[src/hw/rtl/tmg_pkg.sv]
// shared types and constants of the touch to mouse gesture unit
`default_nettype none

package tmg_pkg;

    // field widths
    localparam int COUNT_W = 3;
    localparam int NX_W    = 10;
    localparam int NY_W    = 11;
    localparam int TIME_W  = 32;
    localparam int DX_W    = 12;
    localparam int DY_W    = 11;
    localparam int BTN_W   = 2;
    localparam int MS_W    = 16;
    localparam int PX_W    = 11;
    localparam int CFG_W   = 16;
    localparam int CIDX_W  = 1;

    // configuration register indexes
    localparam logic [CIDX_W-1:0] CFG_HOLD_LIM = 1'b0;
    localparam logic [CIDX_W-1:0] CFG_MOVE_LIM = 1'b1;

    // configuration reset values
    localparam logic [MS_W-1:0] HOLD_LIM_RST = 16'd300;
    localparam logic [PX_W-1:0] MOVE_LIM_RST = 11'd10;

    // result kinds
    localparam logic KIND_MOTION = 1'b0;
    localparam logic KIND_BUTTON = 1'b1;

    // button masks
    localparam logic [BTN_W-1:0] BTN_NONE  = 2'd0;
    localparam logic [BTN_W-1:0] BTN_LEFT  = 2'd1;
    localparam logic [BTN_W-1:0] BTN_RIGHT = 2'd2;

    // number of results one poll produces
    localparam logic [1:0] NRES_NONE = 2'd0;
    localparam logic [1:0] NRES_ONE  = 2'd1;
    localparam logic [1:0] NRES_TWO  = 2'd2;

    typedef struct packed {
        logic [MS_W-1:0] hold_ms_lim;
        logic [PX_W-1:0] move_px_lim;
    } t_cfg;

    typedef struct packed {
        logic                   kind;
        logic signed [DX_W-1:0] delta_x;
        logic signed [DY_W-1:0] delta_y;
        logic [BTN_W-1:0]       buttons;
        logic                   last;
    } t_result;

    typedef struct packed {
        logic [1:0] n;
        t_result    r0;
        t_result    r1;
    } t_push;

endpackage

`default_nettype wire

[src/hw/rtl/tmg_in_if.sv]
// poll channel: valid, ready and one touch poll
`default_nettype none

interface tmg_in_if;
    logic                          valid;
    logic                          ready;
    logic [tmg_pkg::COUNT_W-1:0]   point_count;
    logic [tmg_pkg::NX_W-1:0]      native_x;
    logic [tmg_pkg::NY_W-1:0]      native_y;
    logic [tmg_pkg::TIME_W-1:0]    now_ms;

    modport source (output valid, point_count, native_x, native_y, now_ms, input ready);
    modport sink   (input valid, point_count, native_x, native_y, now_ms, output ready);
endinterface

`default_nettype wire

[src/hw/rtl/tmg_out_if.sv]
// result channel: valid, ready and one mouse report
`default_nettype none

interface tmg_out_if;
    logic                               valid;
    logic                               ready;
    logic                               kind;
    logic signed [tmg_pkg::DX_W-1:0]    delta_x;
    logic signed [tmg_pkg::DY_W-1:0]    delta_y;
    logic [tmg_pkg::BTN_W-1:0]          buttons;
    logic                               last;

    modport source (output valid, kind, delta_x, delta_y, buttons, last, input ready);
    modport sink   (input valid, kind, delta_x, delta_y, buttons, last, output ready);
endinterface

`default_nettype wire

[src/hw/rtl/touch_to_mouse_gesture_unit.sv]
// Touch to mouse gesture unit: turns touch controller polls into relative
// mouse motion and tap-to-click button reports.
// i_in carries one poll per transfer (contact count, portrait point, ms time);
// o_out carries one mouse report per transfer: motion (kind 0) or a button
// state update (kind 1); last marks the final report of a poll.
// Configuration: i_cfg_we writes i_cfg_data to register i_cfg_idx
// (0 tap time limit in ms, 1 tap movement limit in pixels); the user must
// write only while idle, as the block itself does not enforce this.
// Path: a poll is registered on transfer, then its reports are written into
// the result queue, whose head drives o_out.
// Throughput: one poll per cycle while the queue has room; a tap makes two
// reports, and the single output transfer per cycle then sets the pace.
// A poll leaves the input register only when the queue has room for two
// reports, so a stalled receiver fills the queue and then holds i_in.ready low.
// Reset clears the gesture state and the queue and restores the default
// limits (300 ms, 10 pixels).
`default_nettype none

module touch_to_mouse_gesture_unit #(
    parameter int OUT_DEPTH = 4
) (
    input  wire logic                           i_clk,
    input  wire logic                           i_rst_n,
    tmg_in_if.sink                              i_in,
    tmg_out_if.source                           o_out,
    input  wire logic                           i_cfg_we,
    input  wire logic [tmg_pkg::CIDX_W-1:0]     i_cfg_idx,
    input  wire logic [tmg_pkg::CFG_W-1:0]      i_cfg_data
);

    tmg_pkg::t_cfg   r_cfg;
    tmg_pkg::t_push  push;
    logic            room;

    // configuration registers
    always_ff @(posedge i_clk) begin
        if (!i_rst_n) begin
            r_cfg.hold_ms_lim <= tmg_pkg::HOLD_LIM_RST;
            r_cfg.move_px_lim <= tmg_pkg::MOVE_LIM_RST;
        end else if (i_cfg_we) begin
            unique case (i_cfg_idx)
                tmg_pkg::CFG_HOLD_LIM: r_cfg.hold_ms_lim <= i_cfg_data;
                tmg_pkg::CFG_MOVE_LIM: r_cfg.move_px_lim <= i_cfg_data[tmg_pkg::PX_W-1:0];
                default: ;
            endcase
        end
    end

    tmg_core u_core (
        .i_clk   (i_clk),
        .i_rst_n (i_rst_n),
        .i_in    (i_in),
        .i_cfg   (r_cfg),
        .i_room  (room),
        .o_push  (push)
    );

    tmg_outq #(
        .DEPTH (OUT_DEPTH)
    ) u_outq (
        .i_clk   (i_clk),
        .i_rst_n (i_rst_n),
        .i_push  (push),
        .o_room  (room),
        .o_out   (o_out)
    );

endmodule

`default_nettype wire

[src/hw/rtl/tmg_core.sv]
// poll register, gesture state and result formation
`default_nettype none

module tmg_core (
    input  wire logic           i_clk,
    input  wire logic           i_rst_n,
    tmg_in_if.sink              i_in,
    input  wire tmg_pkg::t_cfg  i_cfg,
    input  wire logic           i_room,
    output tmg_pkg::t_push      o_push
);

    // poll register
    logic                          r_in_valid;
    logic [tmg_pkg::COUNT_W-1:0]   r_count;
    logic [tmg_pkg::NX_W-1:0]      r_native_x;
    logic [tmg_pkg::NY_W-1:0]      r_native_y;
    logic [tmg_pkg::TIME_W-1:0]    r_now;

    // gesture state (landscape x is native y)
    logic                          r_touching;
    logic                          r_multi;
    logic [tmg_pkg::NY_W-1:0]      r_prev_x;
    logic [tmg_pkg::NX_W-1:0]      r_prev_y;
    logic [tmg_pkg::NY_W-1:0]      r_start_x;
    logic [tmg_pkg::NX_W-1:0]      r_start_y;
    logic [tmg_pkg::TIME_W-1:0]    r_start_time;

    logic                          n_touching;
    logic                          n_multi;

    logic                          advance;
    logic                          has_contact;
    logic                          many;
    logic [tmg_pkg::DX_W-1:0]      dx;
    logic [tmg_pkg::DY_W-1:0]      dy;
    logic [tmg_pkg::TIME_W-1:0]    dur;
    logic [tmg_pkg::NY_W-1:0]      mx;
    logic [tmg_pkg::NX_W-1:0]      my;
    logic                          tap;

    assign advance    = r_in_valid && i_room;
    assign i_in.ready = !r_in_valid || i_room;

    // capture a poll on transfer
    always_ff @(posedge i_clk) begin
        if (!i_rst_n) begin
            r_in_valid <= 1'b0;
        end else if (i_in.valid && i_in.ready) begin
            r_in_valid <= 1'b1;
        end else if (advance) begin
            r_in_valid <= 1'b0;
        end
    end

    always_ff @(posedge i_clk) begin
        if (i_in.valid && i_in.ready) begin
            r_count    <= i_in.point_count;
            r_native_x <= i_in.native_x;
            r_native_y <= i_in.native_y;
            r_now      <= i_in.now_ms;
        end
    end

    // motion and tap measurements
    assign has_contact = (r_count != '0);
    assign many        = (r_count >= tmg_pkg::COUNT_W'(2));
    assign dx  = {1'b0, r_native_y} - {1'b0, r_prev_x};
    assign dy  = {1'b0, r_native_x} - {1'b0, r_prev_y};
    assign dur = r_now - r_start_time;
    assign mx  = (r_prev_x >= r_start_x) ? (r_prev_x - r_start_x) : (r_start_x - r_prev_x);
    assign my  = (r_prev_y >= r_start_y) ? (r_prev_y - r_start_y) : (r_start_y - r_prev_y);
    assign tap = (dur < {16'd0, i_cfg.hold_ms_lim})
              && (mx < i_cfg.move_px_lim)
              && ({1'b0, my} < i_cfg.move_px_lim);

    // next gesture state
    always_comb begin
        n_touching = r_touching;
        n_multi    = r_multi;
        if (has_contact) begin
            n_touching = 1'b1;
            n_multi    = r_touching ? (r_multi || many) : many;
        end else if (r_touching) begin
            n_touching = 1'b0;
            n_multi    = 1'b0;
        end
    end

    always_ff @(posedge i_clk) begin
        if (!i_rst_n) begin
            r_touching   <= 1'b0;
            r_multi      <= 1'b0;
            r_prev_x     <= '0;
            r_prev_y     <= '0;
            r_start_x    <= '0;
            r_start_y    <= '0;
            r_start_time <= '0;
        end else if (advance) begin
            r_touching <= n_touching;
            r_multi    <= n_multi;
            if (has_contact) begin
                r_prev_x <= r_native_y;
                r_prev_y <= r_native_x;
                if (!r_touching) begin
                    r_start_x    <= r_native_y;
                    r_start_y    <= r_native_x;
                    r_start_time <= r_now;
                end
            end
        end
    end

    // results of this poll
    always_comb begin
        o_push.n          = tmg_pkg::NRES_NONE;
        o_push.r0.kind    = tmg_pkg::KIND_MOTION;
        o_push.r0.delta_x = dx;
        o_push.r0.delta_y = dy;
        o_push.r0.buttons = tmg_pkg::BTN_NONE;
        o_push.r0.last    = 1'b1;
        o_push.r1.kind    = tmg_pkg::KIND_BUTTON;
        o_push.r1.delta_x = '0;
        o_push.r1.delta_y = '0;
        o_push.r1.buttons = tmg_pkg::BTN_NONE;
        o_push.r1.last    = 1'b1;
        if (advance) begin
            if (has_contact) begin
                if (r_touching && ((dx != '0) || (dy != '0))) begin
                    o_push.n = tmg_pkg::NRES_ONE;
                end
            end else if (r_touching && tap) begin
                o_push.n          = tmg_pkg::NRES_TWO;
                o_push.r0.kind    = tmg_pkg::KIND_BUTTON;
                o_push.r0.delta_x = '0;
                o_push.r0.delta_y = '0;
                o_push.r0.buttons = r_multi ? tmg_pkg::BTN_RIGHT : tmg_pkg::BTN_LEFT;
                o_push.r0.last    = 1'b0;
            end
        end
    end

    // a tap always starts with a pressed button
    a_tap_press: assert property (@(posedge i_clk) disable iff (!i_rst_n)
        (o_push.n == tmg_pkg::NRES_TWO) |-> (o_push.r0.buttons != tmg_pkg::BTN_NONE))
        else $error("tap without button press");

    // results only come from a poll that moves on
    a_push_adv: assert property (@(posedge i_clk) disable iff (!i_rst_n)
        (o_push.n != tmg_pkg::NRES_NONE) |-> advance)
        else $error("result without poll");

    // a release always leaves the multi-finger flag clear
    a_release_clear: assert property (@(posedge i_clk) disable iff (!i_rst_n)
        (advance && !has_contact) |=> (!r_touching && !r_multi))
        else $error("state not cleared on release");

endmodule

`default_nettype wire

[src/hw/rtl/tmg_outq.sv]
// small result queue that takes up to two results per cycle
`default_nettype none

module tmg_outq #(
    parameter int DEPTH = 4
) (
    input  wire logic           i_clk,
    input  wire logic           i_rst_n,
    input  wire tmg_pkg::t_push i_push,
    output logic                o_room,
    tmg_out_if.source           o_out
);

    localparam int PW = $clog2(DEPTH);
    localparam int CW = $clog2(DEPTH + 1);

    tmg_pkg::t_result  r_mem [DEPTH];
    logic [PW-1:0]     r_wr_ptr;
    logic [PW-1:0]     r_rd_ptr;
    logic [CW-1:0]     r_count;
    logic [PW-1:0]     n_wr_ptr;
    logic [PW-1:0]     wr_ptr1;
    logic [CW-1:0]     n_count;
    logic              pop;

    function automatic logic [PW-1:0] ptr_inc(input logic [PW-1:0] p);
        ptr_inc = (p == PW'(DEPTH - 1)) ? '0 : p + PW'(1);
    endfunction

    assign pop     = o_out.valid && o_out.ready;
    assign wr_ptr1 = ptr_inc(r_wr_ptr);
    assign o_room  = (r_count <= CW'(DEPTH - 2));

    // pointer and fill count
    always_comb begin
        n_wr_ptr = r_wr_ptr;
        if (i_push.n == tmg_pkg::NRES_ONE) begin
            n_wr_ptr = wr_ptr1;
        end else if (i_push.n == tmg_pkg::NRES_TWO) begin
            n_wr_ptr = ptr_inc(wr_ptr1);
        end
        n_count = r_count + CW'(i_push.n) - CW'(pop);
    end

    always_ff @(posedge i_clk) begin
        if (!i_rst_n) begin
            r_wr_ptr <= '0;
            r_rd_ptr <= '0;
            r_count  <= '0;
        end else begin
            r_wr_ptr <= n_wr_ptr;
            r_count  <= n_count;
            if (pop) begin
                r_rd_ptr <= ptr_inc(r_rd_ptr);
            end
        end
    end

    // storage
    always_ff @(posedge i_clk) begin
        if (i_push.n != tmg_pkg::NRES_NONE) begin
            r_mem[r_wr_ptr] <= i_push.r0;
        end
        if (i_push.n == tmg_pkg::NRES_TWO) begin
            r_mem[wr_ptr1] <= i_push.r1;
        end
    end

    // head of queue drives the result channel
    assign o_out.valid   = (r_count != '0);
    assign o_out.kind    = r_mem[r_rd_ptr].kind;
    assign o_out.delta_x = r_mem[r_rd_ptr].delta_x;
    assign o_out.delta_y = r_mem[r_rd_ptr].delta_y;
    assign o_out.buttons = r_mem[r_rd_ptr].buttons;
    assign o_out.last    = r_mem[r_rd_ptr].last;

    // never overfilled
    a_no_overflow: assert property (@(posedge i_clk) disable iff (!i_rst_n)
        r_count <= CW'(DEPTH))
        else $error("result queue overflow");

    // pushes only arrive while there is room for two
    a_push_room: assert property (@(posedge i_clk) disable iff (!i_rst_n)
        (i_push.n != tmg_pkg::NRES_NONE) |-> o_room)
        else $error("push without room");

    // count stays put with no push and no pop
    a_count_track: assert property (@(posedge i_clk) disable iff (!i_rst_n)
        (i_push.n == tmg_pkg::NRES_NONE && !pop) |=> $stable(r_count))
        else $error("count moved while idle");

endmodule

`default_nettype wire

[src/flat_wrapper.sv]
// flat-port wrapper written by rule: the top's interface ports become plain ports
module touch_to_mouse_gesture_unit_flat 
#(
    parameter int OUT_DEPTH = 4
)
  (i_clk, i_rst_n, i_cfg_we, i_cfg_idx, i_cfg_data, i_in_valid, i_in_point_count, i_in_native_x, i_in_native_y, i_in_now_ms, i_in_ready, o_out_valid, o_out_kind, o_out_delta_x, o_out_delta_y, o_out_buttons, o_out_last, o_out_ready);
  tmg_in_if i_in_i ();
  tmg_out_if o_out_i ();
  input  wire logic i_clk;
  input  wire logic i_rst_n;
  input  wire logic i_cfg_we;
  input  wire logic [tmg_pkg::CIDX_W-1:0] i_cfg_idx;
  input  wire logic [tmg_pkg::CFG_W-1:0] i_cfg_data;
  input wire logic [$bits(i_in_i.valid)-1:0] i_in_valid;
  input wire logic [$bits(i_in_i.point_count)-1:0] i_in_point_count;
  input wire logic [$bits(i_in_i.native_x)-1:0] i_in_native_x;
  input wire logic [$bits(i_in_i.native_y)-1:0] i_in_native_y;
  input wire logic [$bits(i_in_i.now_ms)-1:0] i_in_now_ms;
  output wire logic [$bits(i_in_i.ready)-1:0] i_in_ready;
  output wire logic [$bits(o_out_i.valid)-1:0] o_out_valid;
  output wire logic [$bits(o_out_i.kind)-1:0] o_out_kind;
  output wire logic [$bits(o_out_i.delta_x)-1:0] o_out_delta_x;
  output wire logic [$bits(o_out_i.delta_y)-1:0] o_out_delta_y;
  output wire logic [$bits(o_out_i.buttons)-1:0] o_out_buttons;
  output wire logic [$bits(o_out_i.last)-1:0] o_out_last;
  input wire logic [$bits(o_out_i.ready)-1:0] o_out_ready;
  assign i_in_i.valid = i_in_valid;
  assign i_in_i.point_count = i_in_point_count;
  assign i_in_i.native_x = i_in_native_x;
  assign i_in_i.native_y = i_in_native_y;
  assign i_in_i.now_ms = i_in_now_ms;
  assign i_in_ready = i_in_i.ready;
  assign o_out_valid = o_out_i.valid;
  assign o_out_kind = o_out_i.kind;
  assign o_out_delta_x = o_out_i.delta_x;
  assign o_out_delta_y = o_out_i.delta_y;
  assign o_out_buttons = o_out_i.buttons;
  assign o_out_last = o_out_i.last;
  assign o_out_i.ready = o_out_ready;
  touch_to_mouse_gesture_unit #(.OUT_DEPTH(OUT_DEPTH)) u_core (.i_clk(i_clk), .i_rst_n(i_rst_n), .i_in(i_in_i), .o_out(o_out_i), .i_cfg_we(i_cfg_we), .i_cfg_idx(i_cfg_idx), .i_cfg_data(i_cfg_data));
endmodule
[config.mk]
export PLATFORM = sky130hd
export DESIGN_NAME = touch_to_mouse_gesture_unit_flat
export DESIGN_NICKNAME = d
export VERILOG_FILES = /design/src/hw/rtl/tmg_pkg.sv /design/src/hw/rtl/tmg_in_if.sv /design/src/hw/rtl/tmg_out_if.sv /design/src/hw/rtl/touch_to_mouse_gesture_unit.sv /design/src/hw/rtl/tmg_core.sv /design/src/hw/rtl/tmg_outq.sv /design/src/flat_wrapper.sv
export SDC_FILE = /design/constraint.sdc
export NUM_CORES = 1
export LEC_CHECK = 0
export ABC_AREA = 0
export BUFFER_PORTS_ARGS = -buffer_cell sky130_fd_sc_hd__clkbuf_2
export CORE_MARGIN = 3
export CORE_UTILIZATION = 47
export CTS_CLUSTER_SIZE = 8
export DETAILED_ROUTE_END_ITERATION = 8
export PLACE_DENSITY = 0.71
export SYNTH_ARGS = -nofsm -noshare
export SYNTH_HDL_FRONTEND = slang
export SYNTH_HIERARCHICAL = 1
export SYNTH_SLANG_ARGS = --single-unit
[constraint.sdc]
create_clock -name i_clk -period 7.51 [get_ports i_clk]
set_input_delay 1.1265 -clock i_clk [delete_from_list [all_inputs] [get_ports i_clk]]
set_output_delay 1.1265 -clock i_clk [all_outputs]
set_load 0.05 [all_outputs]
==> summary.txt, run 1 <==
HOLD PATH
--------------------------------------------------------------------------------------------
Kind of path behind the tightest hold check                                          reg2reg
Worst hold path depth                                                                      2

SYNTH
--------------------------------------------------------------------------------------------
Basic-gate share of the synthesized area counting and, or, nand and nor cells          13.9%
Largest area contributor in the synthesized netlist                                 edfxtp_1
Instance count of the mapped netlist                                                   1,759
Mux cell area share after synthesis                                                    12.5%
Share of Yosys cell area claimed by the top area cell type                             27.7%
Number of register bits inferred by synthesis                                            277
Mean cell area of the mapped netlist                                                10.1 um2
Post-synthesis share of cell area spent on xor and xnor gates                          2.51%
Adder and majority cell fraction of the synthesized area                               10.7%
EDFF count, synth                                                                        164
Portion of the post-synthesis area used by sequential elements                         40.4%
Leading post-synthesis cells by cell area                                       edfxtp_1, dfxtp_1, ha_1
Share of the synthesized area in compound gates (AO/OA/AOI/OAI)                        13.2%
Combinational family with the most area after synthesis                         simple AND/OR/NAND/NOR gates
Number of distinct library cells after synthesis                                          85
Share of synthesized flip-flops with an asynchronous set or reset                         0%
Yosys warning total                                                                        6
Top FF cell, synth                                                                  edfxtp_1
Summed instance area of the synthesized netlist                                   17,800 um2

GRT
--------------------------------------------------------------------------------------------
Largest net degree at the start of global routing                                         71
Total gr overflow                                                                          0
Initial antenna violation count                                                            0
Number of global-route vias before repair                                             13,200
Overall global routing resource usage                                                  20.4%
Wire length of the first global-routing pass                                       67,500 um

CRITICAL PATH
--------------------------------------------------------------------------------------------
Endpoint arrival time on the critical path                                           7.30 ns
Critical path start-end classification                                               reg2reg
Cell repeated most along the worst path                                                 ha_1
Max stage delay on crit path                                                         0.59 ns
Critical Path Start                                                             u_core/u_core/r_prev_x[1]$_SDFFE_PN0P_
Source of the worst register-to-register timing path                            u_core/u_core/r_prev_x[1]$_SDFFE_PN0P_
End point of the critical path                                                  u_core/u_outq/r_mem[1][25]$_DFFE_PP_
Slack of the worst reg-to-reg path                                                   0.52 ns
FF-to-FF path depth                                                                       25
Element type at the critical path end                                              flip-flop
Endpoint of the most critical register-to-register path                         u_core/u_outq/r_mem[1][25]$_DFFE_PP_
Required time of the critical path                                                   7.82 ns
Cell at the slowest stage of the critical path                                         or4_4
Startpoint type of the worst setup path                                            flip-flop
Peak fanout along the critical path                                                       23

CTS
--------------------------------------------------------------------------------------------
Number of clock sinks                                                                    277
Clock tree root buffer cell                                                        clkbuf_16
Deepest clock path buffer count                                                            3
Source-to-sink clock delay at the later pin of the worst-skew pair                   0.57 ns
H-tree depth                                                                               2
CTS clk-pin slew, worst paths                                                        0.05 ns
Number of buffers created by CTS                                                          40
TritonCTS clock tree                                                                     yes

DRT
--------------------------------------------------------------------------------------------
DRC violations left                                                                        0
Via count of the routed design                                                        13,100
Number of DRC markers in iteration 0                                                   1,003
Total wire length after detailed routing                                           41,500 um
Number of search-and-repair iterations in the first detailed-routing pass                  5
Wirelength per Cell                                                                  17.4 um
Number of nets with antenna violations after detailed routing                              0
Routed vias/inst                                                                        5.49

DIE
--------------------------------------------------------------------------------------------
Number of core rows                                                                       70
Total die area                                                                    40,200 um2
I/O Pins                                                                                 107
Width of the die                                                                      201 um
Core area                                                                         37,000 um2
Starting utilization of the core area                                                  48.1%
Overall die height                                                                    201 um

PWR
--------------------------------------------------------------------------------------------
Total power draw                                                                     5.81 mW
Worst IR Drop VDD                                                                 0.000198 V
Leak                                                                                 7.58 nW
Power density of the placed cells                                                 293 nW/um2

STA
--------------------------------------------------------------------------------------------
Fraction of the cycle the final worst path needs                                       93.1%
Final setup fails                                                                          0
Number of slew-limit violations in the final report                                        0
Minimum clock period                                                                 6.99 ns
Clock skew after layout                                                            0.0273 ns
Measured slew at the worst slew-check pin                                            1.14 ns
Normalized max-slew margin                                                             23.1%
Highest Clock Rate                                                                   143 MHz
Final Hold Fails                                                                           0

PLACEMENT
--------------------------------------------------------------------------------------------
RD Place Congestion                                                                    0.910
HPWL Detailed                                                                      29,600 um
IO buf count                                                                             106
Number of placed instances, taps included                                              2,309

FINISH
--------------------------------------------------------------------------------------------
Final Net Count                                                                        2,074
Antenna Cells                                                                              0
Proportion of layout cells with a drive suffix above 1                                 18.9%
Syn-to-layout area delta                                                               11.3%
Non-Filler Instances                                                                   2,383

JOB
--------------------------------------------------------------------------------------------
Max-cap violation count                                                                    0

RUN STATUS
--------------------------------------------------------------------------------------------
Status                                                                             completed

[through the flow]
step / setup slack (ns) / TNS, ns / hold slack, ns / area [um2] / utilization (%)
4_1_cts: 0.218 / 0 / 0.457 / 19800 / 53.5
5_1_grt: -0.0335 / -0.0335 / 0.479 / 19800 / 53.6
3_3_place_gp: 0.526 / 0 / 0.444 / 18600 / 50.3
2_1_floorplan: -0.409 / -43.58 / 0.435 / 17900 / -
6_report: 0.518 / 0 / 0.453 / 19800 / 53.6
3_5_place_dp: 0.277 / 0 / 0.449 / 18600 / 50.3
[final cells by class]
cell class / instances / area, um2
clock buffers: 70 / 1120
clock inverters: 3 / 70.1
fillers: 3331 / 17200
inverters: 147 / 552
multi-input cells: 1258 / 9540
flip-flops and latches: 277 / 7190
well taps: 504 / 631
repair buffers: 124 / 697
[what timing repair did]
item / CTS / global route
setup buffers: 0 / 1
resized for setup: 0 / 6
endpoints found under the setup margin: 0 / 211
hold buffers: 0 / 0
[state kept, by name, indices dropped and copies added (netlist names), 2 cells and up, named ones only]
signal,cells
u_core/u_core/r_count,3
u_core/u_outq/r_wr_ptr,2
u_core/u_core/r_prev_x,11
u_core/u_core/r_start_x,11
u_core/u_core/r_prev_y,10
u_core/u_core/r_now,32
u_core/u_core/r_native_y,11
u_core/u_outq/r_rd_ptr,2
u_core/u_core/r_start_time,32
u_core/u_core/r_native_x,10
u_core/u_outq/r_mem,108
u_core/u_outq/r_count,3
u_core/u_core/r_start_y,10
u_core/r_cfg,27
[power breakdown]
group          internal, mW  switching (mW)
clock network          1.02           0.690
logic                 0.925            1.32
registers              1.75           0.105
[worst max-delay path: cells and delay by family (launching register included)]
kind            cells  cell delay [ns]
buf+inv             2             0.40
mux                 2             0.67
simple gates        9             2.32
fa+ha+maj           3             0.96
compound gates      8             1.72
flops               1             0.39
xor+xnor            1             0.23
[cells in the mapped netlist (all sizes together) (21+ instances only)]
cell,n
mux4,27
mux2i,30
a21boi,87
ha,140
nor3,25
edfxtp,164
clkbuf,53
dfxtp,113
inv,147
a21o,21
o21ai,63
nand3,32
buf,49
xnor2,34
mux2,115
a21oi,81
nand2,256
nor2,60
[how the worst min path moves through the flow]
stage | from | to | slack (ns)
floorplan | u_core/r_cfg[12]$_SDFFE_PN0P_ | u_core/r_cfg[12]$_SDFFE_PN0P_ | 0.43
global placement | u_core/r_cfg[20]$_SDFFE_PN0P_ | u_core/r_cfg[20]$_SDFFE_PN0P_ | 0.44
detailed placement | u_core/r_cfg[20]$_SDFFE_PN0P_ | u_core/r_cfg[20]$_SDFFE_PN0P_ | 0.45
CTS | u_core/r_cfg[20]$_SDFFE_PN0P_ | u_core/r_cfg[20]$_SDFFE_PN0P_ | 0.46
global route | u_core/r_cfg[12]$_SDFFE_PN0P_ | u_core/r_cfg[12]$_SDFFE_PN0P_ | 0.48
finish | u_core/r_cfg[20]$_SDFFE_PN0P_ | u_core/r_cfg[20]$_SDFFE_PN0P_ | 0.45
[routing by layer]
layer	vias to the layer above	wire [um]	GRT usage, %
met3	72	2100	2.93
li1	6413	-	-
met4	0	1190	7.18
met2	346	19800	34.3
met1	6258	18400	27.0
met5	-	0	0
[cells by family after synthesis]
family,count (synthesis)
AND/OR/NAND/NOR,504
AO/OA/AOI/OAI,356
flip-flops,277
buffers and inverters,249
multiplexers,172
adder cells (fa/ha/maj),148
XOR/XNOR,51
other,2
[placed cells by master (no fill, tap or decap), types with 10 or more instances in the layout]
| cell type | instances |
|---|---|
| ha_1 | 140 |
| nor2_1 | 45 |
| inv_1 | 147 |
| xnor2_1 | 34 |
| nand2_1 | 250 |
| or3_1 | 10 |
| mux4_2 | 23 |
| conb_1 | 27 |
| nor3_1 | 21 |
| o211ai_1 | 17 |
| mux2_2 | 115 |
| a31oi_1 | 13 |
| o21a_1 | 14 |
| a21boi_0 | 85 |
| nand2b_1 | 15 |
| xor2_1 | 17 |
| o21ai_1 | 14 |
| clkbuf_2 | 105 |
| nor2_2 | 13 |
| dfxtp_1 | 111 |
| mux2i_1 | 30 |
| nand3_1 | 32 |
| edfxtp_1 | 164 |
| a21o_1 | 21 |
| buf_4 | 16 |
| o21ai_0 | 45 |
| clkbuf_16 | 40 |
| nand4_1 | 17 |
| a21oi_1 | 80 |
| clkbuf_1 | 29 |
| nor2b_1 | 15 |
(Power assumes the default switching activity.)
==> run 2: changes to the inputs <==
CORE_UTILIZATION = 50   (was 47)
PLACE_DENSITY = 0.74   (was 0.71)
==> summary.txt, run 2 (synthesized netlist as in run 1, its figures left out) <==
GRT
----------------------------------------------------------------------------------------
Top Usage Layer GRT                                                                 met2
Wire length of the first global-routing pass                                   67,800 um   +0.49%
Total gr overflow                                                                      0   unchanged
Overall global routing resource usage                                              21.7%   +1.3 points
Global Route met2 Usage                                                            36.9%   +2.5 points
Global Route met3 Usage                                                            3.33%   +0.39 points
Initial antenna violation count                                                        0   unchanged
Largest net degree at the start of global routing                                    130   +83%
Number of global-route vias before repair                                         13,200   -0.48%
Met1 Track Usage GR                                                                28.8%   +1.8 points

FINISH
----------------------------------------------------------------------------------------
Non-Filler Instances                                                               2,331   -2.2%
Most common cell after layout, fill and taps aside                               nand2_1
Layout filler cell count                                                           2,944   -12%
Antenna Cells                                                                          0   unchanged
Most used cells in the layout excluding fill and tap cells                  nand2_1, edfxtp_1, inv_1
Finished layout cell area                                                     19,700 um2   -0.52%
Max FFs per register                                                                 108   unchanged
Area of the multi-input gates                                                   9550 um2   about the same
Register bank with the most flops                                           u_core/u_outq/r_mem
Combined flip-flop and latch cell area                                          7190 um2   unchanged
Syn-to-layout area delta                                                           10.7%
Core occupancy in the finished layout                                              56.6%   +3.0 points
Final Net Count                                                                    2,072   -0.096%
Proportion of layout cells with a drive suffix above 1                             19.0%   +0.084 points
Top Registers                                                               u_core/u_outq/r_mem x108, u_core/u_core/r_now x32, u_core/u_core/r_start_time x32

STA
----------------------------------------------------------------------------------------
Measured slew at the worst slew-check pin                                        1.23 ns   +0.0943 ns
Fraction of the cycle the final worst path needs                                   92.6%   -0.55 points
Minimum clock period                                                             6.95 ns   -0.0410 ns
Number of slew-limit violations in the final report                                    0   unchanged
Clock skew after layout                                                        0.0245 ns   -0.00274 ns
Worst hold slack after final layout                                             0.458 ns   +0.00413 ns
RSZ-0062 raised after global routing                                                  no
Final setup fails                                                                      0   unchanged
Normalized max-slew margin                                                         16.8%   -6.4 points
Final setup slack of the worst path                                             0.559 ns   +0.0410 ns
Total negative slack                                                                0 ns   unchanged
Highest Clock Rate                                                               144 MHz   +0.59%
Final Hold Fails                                                                       0   unchanged

PWR
----------------------------------------------------------------------------------------
Fraction of power spent switching nets                                             35.9%   -0.46 points
Leak                                                                             7.57 nW   -0.17%
Net Switching                                                                    2.08 mW   -1.6%
Worst IR Drop VDD                                                             0.000219 V   +10%
Combinational share of power                                                       38.5%   about the same
Internal cell power                                                              3.71 mW   +0.38%
Seq pwr share                                                                      32.1%   about the same
Share of total power in the clock network                                          29.5%   about the same
Power density of the placed cells                                             294 nW/um2   +0.18%
Total power draw                                                                 5.79 mW   -0.34%

PLACEMENT
----------------------------------------------------------------------------------------
Number of placed instances, taps included                                          2,258   -2.2%
Placement Cell Area                                                           18,500 um2   -0.54%
HPWL Detailed                                                                  29,300 um   -1.2%
IO buf count                                                                         106   unchanged
Placement Setup Slack                                                           0.323 ns   +0.0464 ns
RD Place Congestion                                                                0.912   +0.18%

CTS
----------------------------------------------------------------------------------------
H-tree depth                                                                           2   unchanged
Deepest clock path buffer count                                                        3   unchanged
Number of clock sinks                                                                277   unchanged
CTS clk-pin slew, worst paths                                                    0.05 ns   about the same
Source-to-sink clock delay at the later pin of the worst-skew pair               0.56 ns   about the same
Number of buffers created by CTS                                                      41   +2.5%
Clock tree root buffer cell                                                    clkbuf_16
Post-CTS Hold Buffers                                                                  0   unchanged
TritonCTS clock tree                                                                 yes

HOLD PATH
----------------------------------------------------------------------------------------
Kind of path behind the tightest hold check                                      reg2reg

CRITICAL PATH
----------------------------------------------------------------------------------------
Startpoint type of the worst setup path                                        flip-flop
Gate family responsible for the most delay along the worst path             simple AND/OR/NAND/NOR gates
Required time of the critical path                                               7.71 ns   -0.11 ns
Peak fanout along the critical path                                                   27   +17%
Number of buffers and inverters on the critical path                                   3   +1
Max stage delay on crit path                                                     0.58 ns   about the same
Endpoint arrival time on the critical path                                       7.15 ns   -0.15 ns
Critical path start-end classification                                           reg2reg
Cell repeated most along the worst path                                             ha_1
Element type at the critical path end                                          flip-flop
Cell at the slowest stage of the critical path                                     or4_4

DRT
----------------------------------------------------------------------------------------
Number of search-and-repair iterations in the first detailed-routing pass              5   unchanged
Wirelength per Cell                                                              17.5 um   +0.41%
Total wire length after detailed routing                                       40,800 um   -1.8%
Via count of the routed design                                                    13,100   -0.24%
Number of nets with antenna violations after detailed routing                          0   unchanged
Number of DRC markers in iteration 0                                                 922   -8.1%
DRC violations left                                                                    0   unchanged
Routed vias/inst                                                                    5.60   +2.0%

DIE
----------------------------------------------------------------------------------------
Starting utilization of the core area                                              51.1%   +3.0 points
Number of core rows                                                                   68   -2.9%
Total die area                                                                37,900 um2   -5.8%
Width of the die                                                                  195 um   -3.0%
Core area                                                                     34,800 um2   -5.8%
Overall die height                                                                195 um   -3.0%
I/O Pins                                                                             107   unchanged

RUN STATUS
----------------------------------------------------------------------------------------
Status                                                                         completed

JOB
----------------------------------------------------------------------------------------
Max-cap violation count                                                                0   unchanged

-- run 2: cell count changes in the layout (fill, tap and decap cells not counted), moves of 2 or more --
cell | previous run | this run
inv_6 | 0 | 2
clkbuf_16 | 40 | 42
buf_12 | 2 | 0
clkbuf_1 | 29 | 27
-- run 2: timing repair --
action,4_1_cts,5_1_grt
setup endpoints to repair,0,216
buffers inserted,0,0
gates resized for setup,0,7
-- run 2: worst paths after layout --
kind                                                from                                   end  slack [ns]  cells after the start
setup / recovery  u_core/u_core/r_prev_x[1]$_SDFFE_PN0P_  u_core/u_outq/r_mem[2][10]$_DFFE_PP_        0.56                     25
hold / removal              u_core/r_cfg[4]$_SDFFE_PN0P_          u_core/r_cfg[4]$_SDFFE_PN0P_        0.46                      2
setup reg to reg  u_core/u_core/r_prev_x[1]$_SDFFE_PN0P_  u_core/u_outq/r_mem[2][10]$_DFFE_PP_        0.56                     25
hold reg to reg             u_core/r_cfg[4]$_SDFFE_PN0P_          u_core/r_cfg[4]$_SDFFE_PN0P_        0.46                      2
-- run 2: power by group through the flow --
stage               combinational, mW  clock, mW  sequential [mW]
floorplan                        1.75          0             1.83
global placement                 2.13          0             1.89
detailed placement               2.19          0             1.89
CTS                              2.20       1.75             1.86
global route                     2.46       1.82             1.88
finish                           2.23       1.71             1.86
-- run 2: metal layers --
layer,vias up,routed length (um)
li1,6414,-
met1,6254,18100
met2,326,19700
met3,63,1960
met4,0,943
met5,-,0
-- run 2: layout make-up --
class                      count  area share [%]
inverter                     147            2.80
sequential                   277            36.5
clock buffer                  69            5.85
tap                          455            2.89
clock inverter                 4           0.222
multi-input combinational   1258            48.5
timing repair buffer         121            3.30
-- run 2: worst reg2reg max path: cells and delay by family, from the launching register on --
kind,cells,cell delay [ns]
flip-flops,1,0.39
adder cells (fa/ha/maj),3,0.93
XOR/XNOR,1,0.21
AO/OA/AOI/OAI,9,1.95
buffers and inverters,3,0.61
multiplexers,1,0.36
AND/OR/NAND/NOR,8,2.13
==> run 3: changes to the inputs <==
PLACE_DENSITY = 0.72   (was 0.74)
clock period = 9 ns   (was 7.51 ns; I/O delays follow)
==> summary.txt, run 3 (synthesized netlist as in run 1, its figures left out) <==
STA
----------------------------------------------------------------------------------------
Minimum clock period                                                             7.91 ns   +0.959 ns
Final setup fails                                                                      0   unchanged
Worst hold slack after final layout                                             0.459 ns   +0.00114 ns
RSZ-0062 raised after global routing                                                  no
Total negative slack                                                                0 ns   unchanged
Fraction of the cycle the final worst path needs                                   87.9%   -4.7 points
Final Hold Fails                                                                       0   unchanged
Measured slew at the worst slew-check pin                                        1.13 ns   -0.100 ns
Highest Clock Rate                                                               126 MHz   -12%
Number of slew-limit violations in the final report                                    0   unchanged
Normalized max-slew margin                                                         24.5%   +7.7 points
Final setup slack of the worst path                                              1.09 ns   +0.531 ns
Clock skew after layout                                                        0.0226 ns   -0.00195 ns

DIE
----------------------------------------------------------------------------------------
Total die area                                                                37,900 um2   unchanged
I/O Pins                                                                             107   unchanged
Number of core rows                                                                   68   unchanged
Starting utilization of the core area                                              51.1%   unchanged
Width of the die                                                                  195 um   unchanged
Overall die height                                                                195 um   unchanged
Core area                                                                     34,800 um2   unchanged

CTS
----------------------------------------------------------------------------------------
TritonCTS clock tree                                                                 yes
Number of clock sinks                                                                277   unchanged
Number of buffers created by CTS                                                      40   -2.4%
Deepest clock path buffer count                                                        3   unchanged
H-tree depth                                                                           2   unchanged
Clock tree root buffer cell                                                    clkbuf_16
Post-CTS Hold Buffers                                                                  0   unchanged
Post-CTS setup-driven buffer insertion count                                           0   unchanged
Resized Gates After CTS                                                                0   unchanged
Source-to-sink clock delay at the later pin of the worst-skew pair               0.55 ns   about the same
CTS clk-pin slew, worst paths                                                    0.05 ns   about the same

GRT
----------------------------------------------------------------------------------------
Initial antenna violation count                                                        0   unchanged
Total gr overflow                                                                      0   unchanged
Wire length of the first global-routing pass                                   67,400 um   -0.65%
Global Route met2 Usage                                                            37.3%   +0.44 points
Met1 Track Usage GR                                                                28.3%   -0.46 points
Number of global-route vias before repair                                         13,200   +0.64%
Global Route met3 Usage                                                            3.05%   -0.28 points
Largest net degree at the start of global routing                                     73   -44%
Top Usage Layer GRT                                                                 met2
Overall global routing resource usage                                              21.6%   -0.073 points

FINISH
----------------------------------------------------------------------------------------
Max FFs per register                                                                 108   unchanged
Finished layout cell area                                                     19,700 um2   -0.23%
Layout filler cell count                                                           2,970   +0.88%
Syn-to-layout area delta                                                           10.5%
Non-Filler Instances                                                               2,325   -0.26%
Antenna Cells                                                                          0   unchanged
Core occupancy in the finished layout                                              56.5%   -0.13 points
Final Net Count                                                                    2,066   -0.29%
Proportion of layout cells with a drive suffix above 1                             18.3%   -0.63 points
Most common cell after layout, fill and taps aside                               nand2_1
Register bank with the most flops                                           u_core/u_outq/r_mem
Top Registers                                                               u_core/u_outq/r_mem x108, u_core/u_core/r_now x32, u_core/u_core/r_start_time x32
Most used cells in the layout excluding fill and tap cells                  nand2_1, edfxtp_1, inv_1

DRT
----------------------------------------------------------------------------------------
Wirelength per Cell                                                              17.8 um   +2.0%
Number of DRC markers in iteration 0                                                 762   -17%
Number of search-and-repair iterations in the first detailed-routing pass              5   unchanged
Via count of the routed design                                                    13,000   -0.38%
Routed vias/inst                                                                    5.59   -0.12%
Total wire length after detailed routing                                       41,500 um   +1.8%
Number of nets with antenna violations after detailed routing                          0   unchanged
DRC violations left                                                                    0   unchanged

CRITICAL PATH
----------------------------------------------------------------------------------------
Critical path start-end classification                                           reg2reg
Element type at the critical path end                                          flip-flop
Endpoint arrival time on the critical path                                       8.06 ns   +0.91 ns
Startpoint type of the worst setup path                                        flip-flop
Required time of the critical path                                               9.15 ns   +1.44 ns
Slack of the worst reg-to-reg path                                               1.09 ns   +0.53 ns
Peak fanout along the critical path                                                   28   +3.7%

PWR
----------------------------------------------------------------------------------------
Total power draw                                                                 4.82 mW   -17%
Leak                                                                             7.53 nW   -0.48%
Power density of the placed cells                                             245 nW/um2   -17%
Worst IR Drop VDD                                                             0.000173 V   -21%

PLACEMENT
----------------------------------------------------------------------------------------
HPWL Detailed                                                                  29,600 um   +1.2%
RD Place Congestion                                                                0.912   about the same
IO buf count                                                                         106   unchanged
Placement Cell Area                                                           18,500 um2   about the same
Placement Setup Slack                                                            1.28 ns   +0.959 ns
Number of placed instances, taps included                                          2,253   -0.22%

RUN STATUS
----------------------------------------------------------------------------------------
Status                                                                         completed

HOLD PATH
----------------------------------------------------------------------------------------
Kind of path behind the tightest hold check                                      reg2reg

JOB
----------------------------------------------------------------------------------------
Max-cap violation count                                                                0   unchanged

-- run 3: cell count changes in the layout (fill, tap and decap cells not counted), moves of 2 or more --
cell       before  now
o21ai_4         0    4
inv_6           2    0
buf_4          15   11
clkbuf_16      42   40
clkbuf_1       27   29
o21ai_2         4    0
-- run 3: per-layer routing --
layer	routed length, um	up-vias	share of wire (%)
met5	0	-	0
met3	1670	67	4.0
met1	18700	6240	45
met4	1100	0	2.6
li1	-	6397	-
met2	20000	304	48
-- run 3: path summary, 6_finish.rpt --
| check | startpoint | end | cells after the start |
|---|---|---|---|
| max | u_core/u_core/r_prev_x[1]$_SDFFE_PN0P_ | u_core/u_outq/r_mem[2][14]$_DFFE_PP_ | 25 |
| min | u_core/r_cfg[25]$_SDFFE_PN0P_ | u_core/r_cfg[25]$_SDFFE_PN0P_ | 2 |
| max reg2reg | u_core/u_core/r_prev_x[1]$_SDFFE_PN0P_ | u_core/u_outq/r_mem[2][14]$_DFFE_PP_ | 25 |
| min reg2reg | u_core/r_cfg[25]$_SDFFE_PN0P_ | u_core/r_cfg[25]$_SDFFE_PN0P_ | 2 |
-- run 3: layout make-up --
cell class	instances	area [um2]	area share (%)
Multi-Input combinational cell	1258	9560	48.6
Sequential cell	277	7190	36.6
Inverter	147	552	2.81
Clock inverter	3	70.1	0.356
Timing Repair Buffer	116	608	3.09
Tap cell	455	569	2.90
Clock buffer	69	1110	5.65
-- run 3: critical path, stage by stage, from the launching register on --
cell and delay (ns):
dfxtp_1 0.45, inv_1 0.14, ha_1 0.33, nor2b_1 0.17, o2111ai_1 0.15, a311o_1 0.38, a21oi_1 0.21, buf_4 0.31
o21a_1 0.18, o2111ai_1 0.14, o211ai_1 0.22, a31oi_1 0.17, xnor2_1 0.32, ha_1 0.34, a22oi_1 0.19, o21ai_0 0.12
or4_1 0.48, nor4_1 0.29, nand4_1 0.13, nor4_1 0.17, nand4_1 0.12, or4_1 0.61, nor2_1 0.34, ha_1 0.34
nand2_2 0.54, o21ai_4 0.66
-- run 3: where the power goes --
group	switching (mW)	internal (mW)	total [mW]	leakage [nW]
Clock	0.566	0.842	1.41	0.558
Combinational	1.10	0.759	1.86	4.53
Sequential	0.0857	1.46	1.55	2.44
Total	1.75	3.07	4.82	7.53
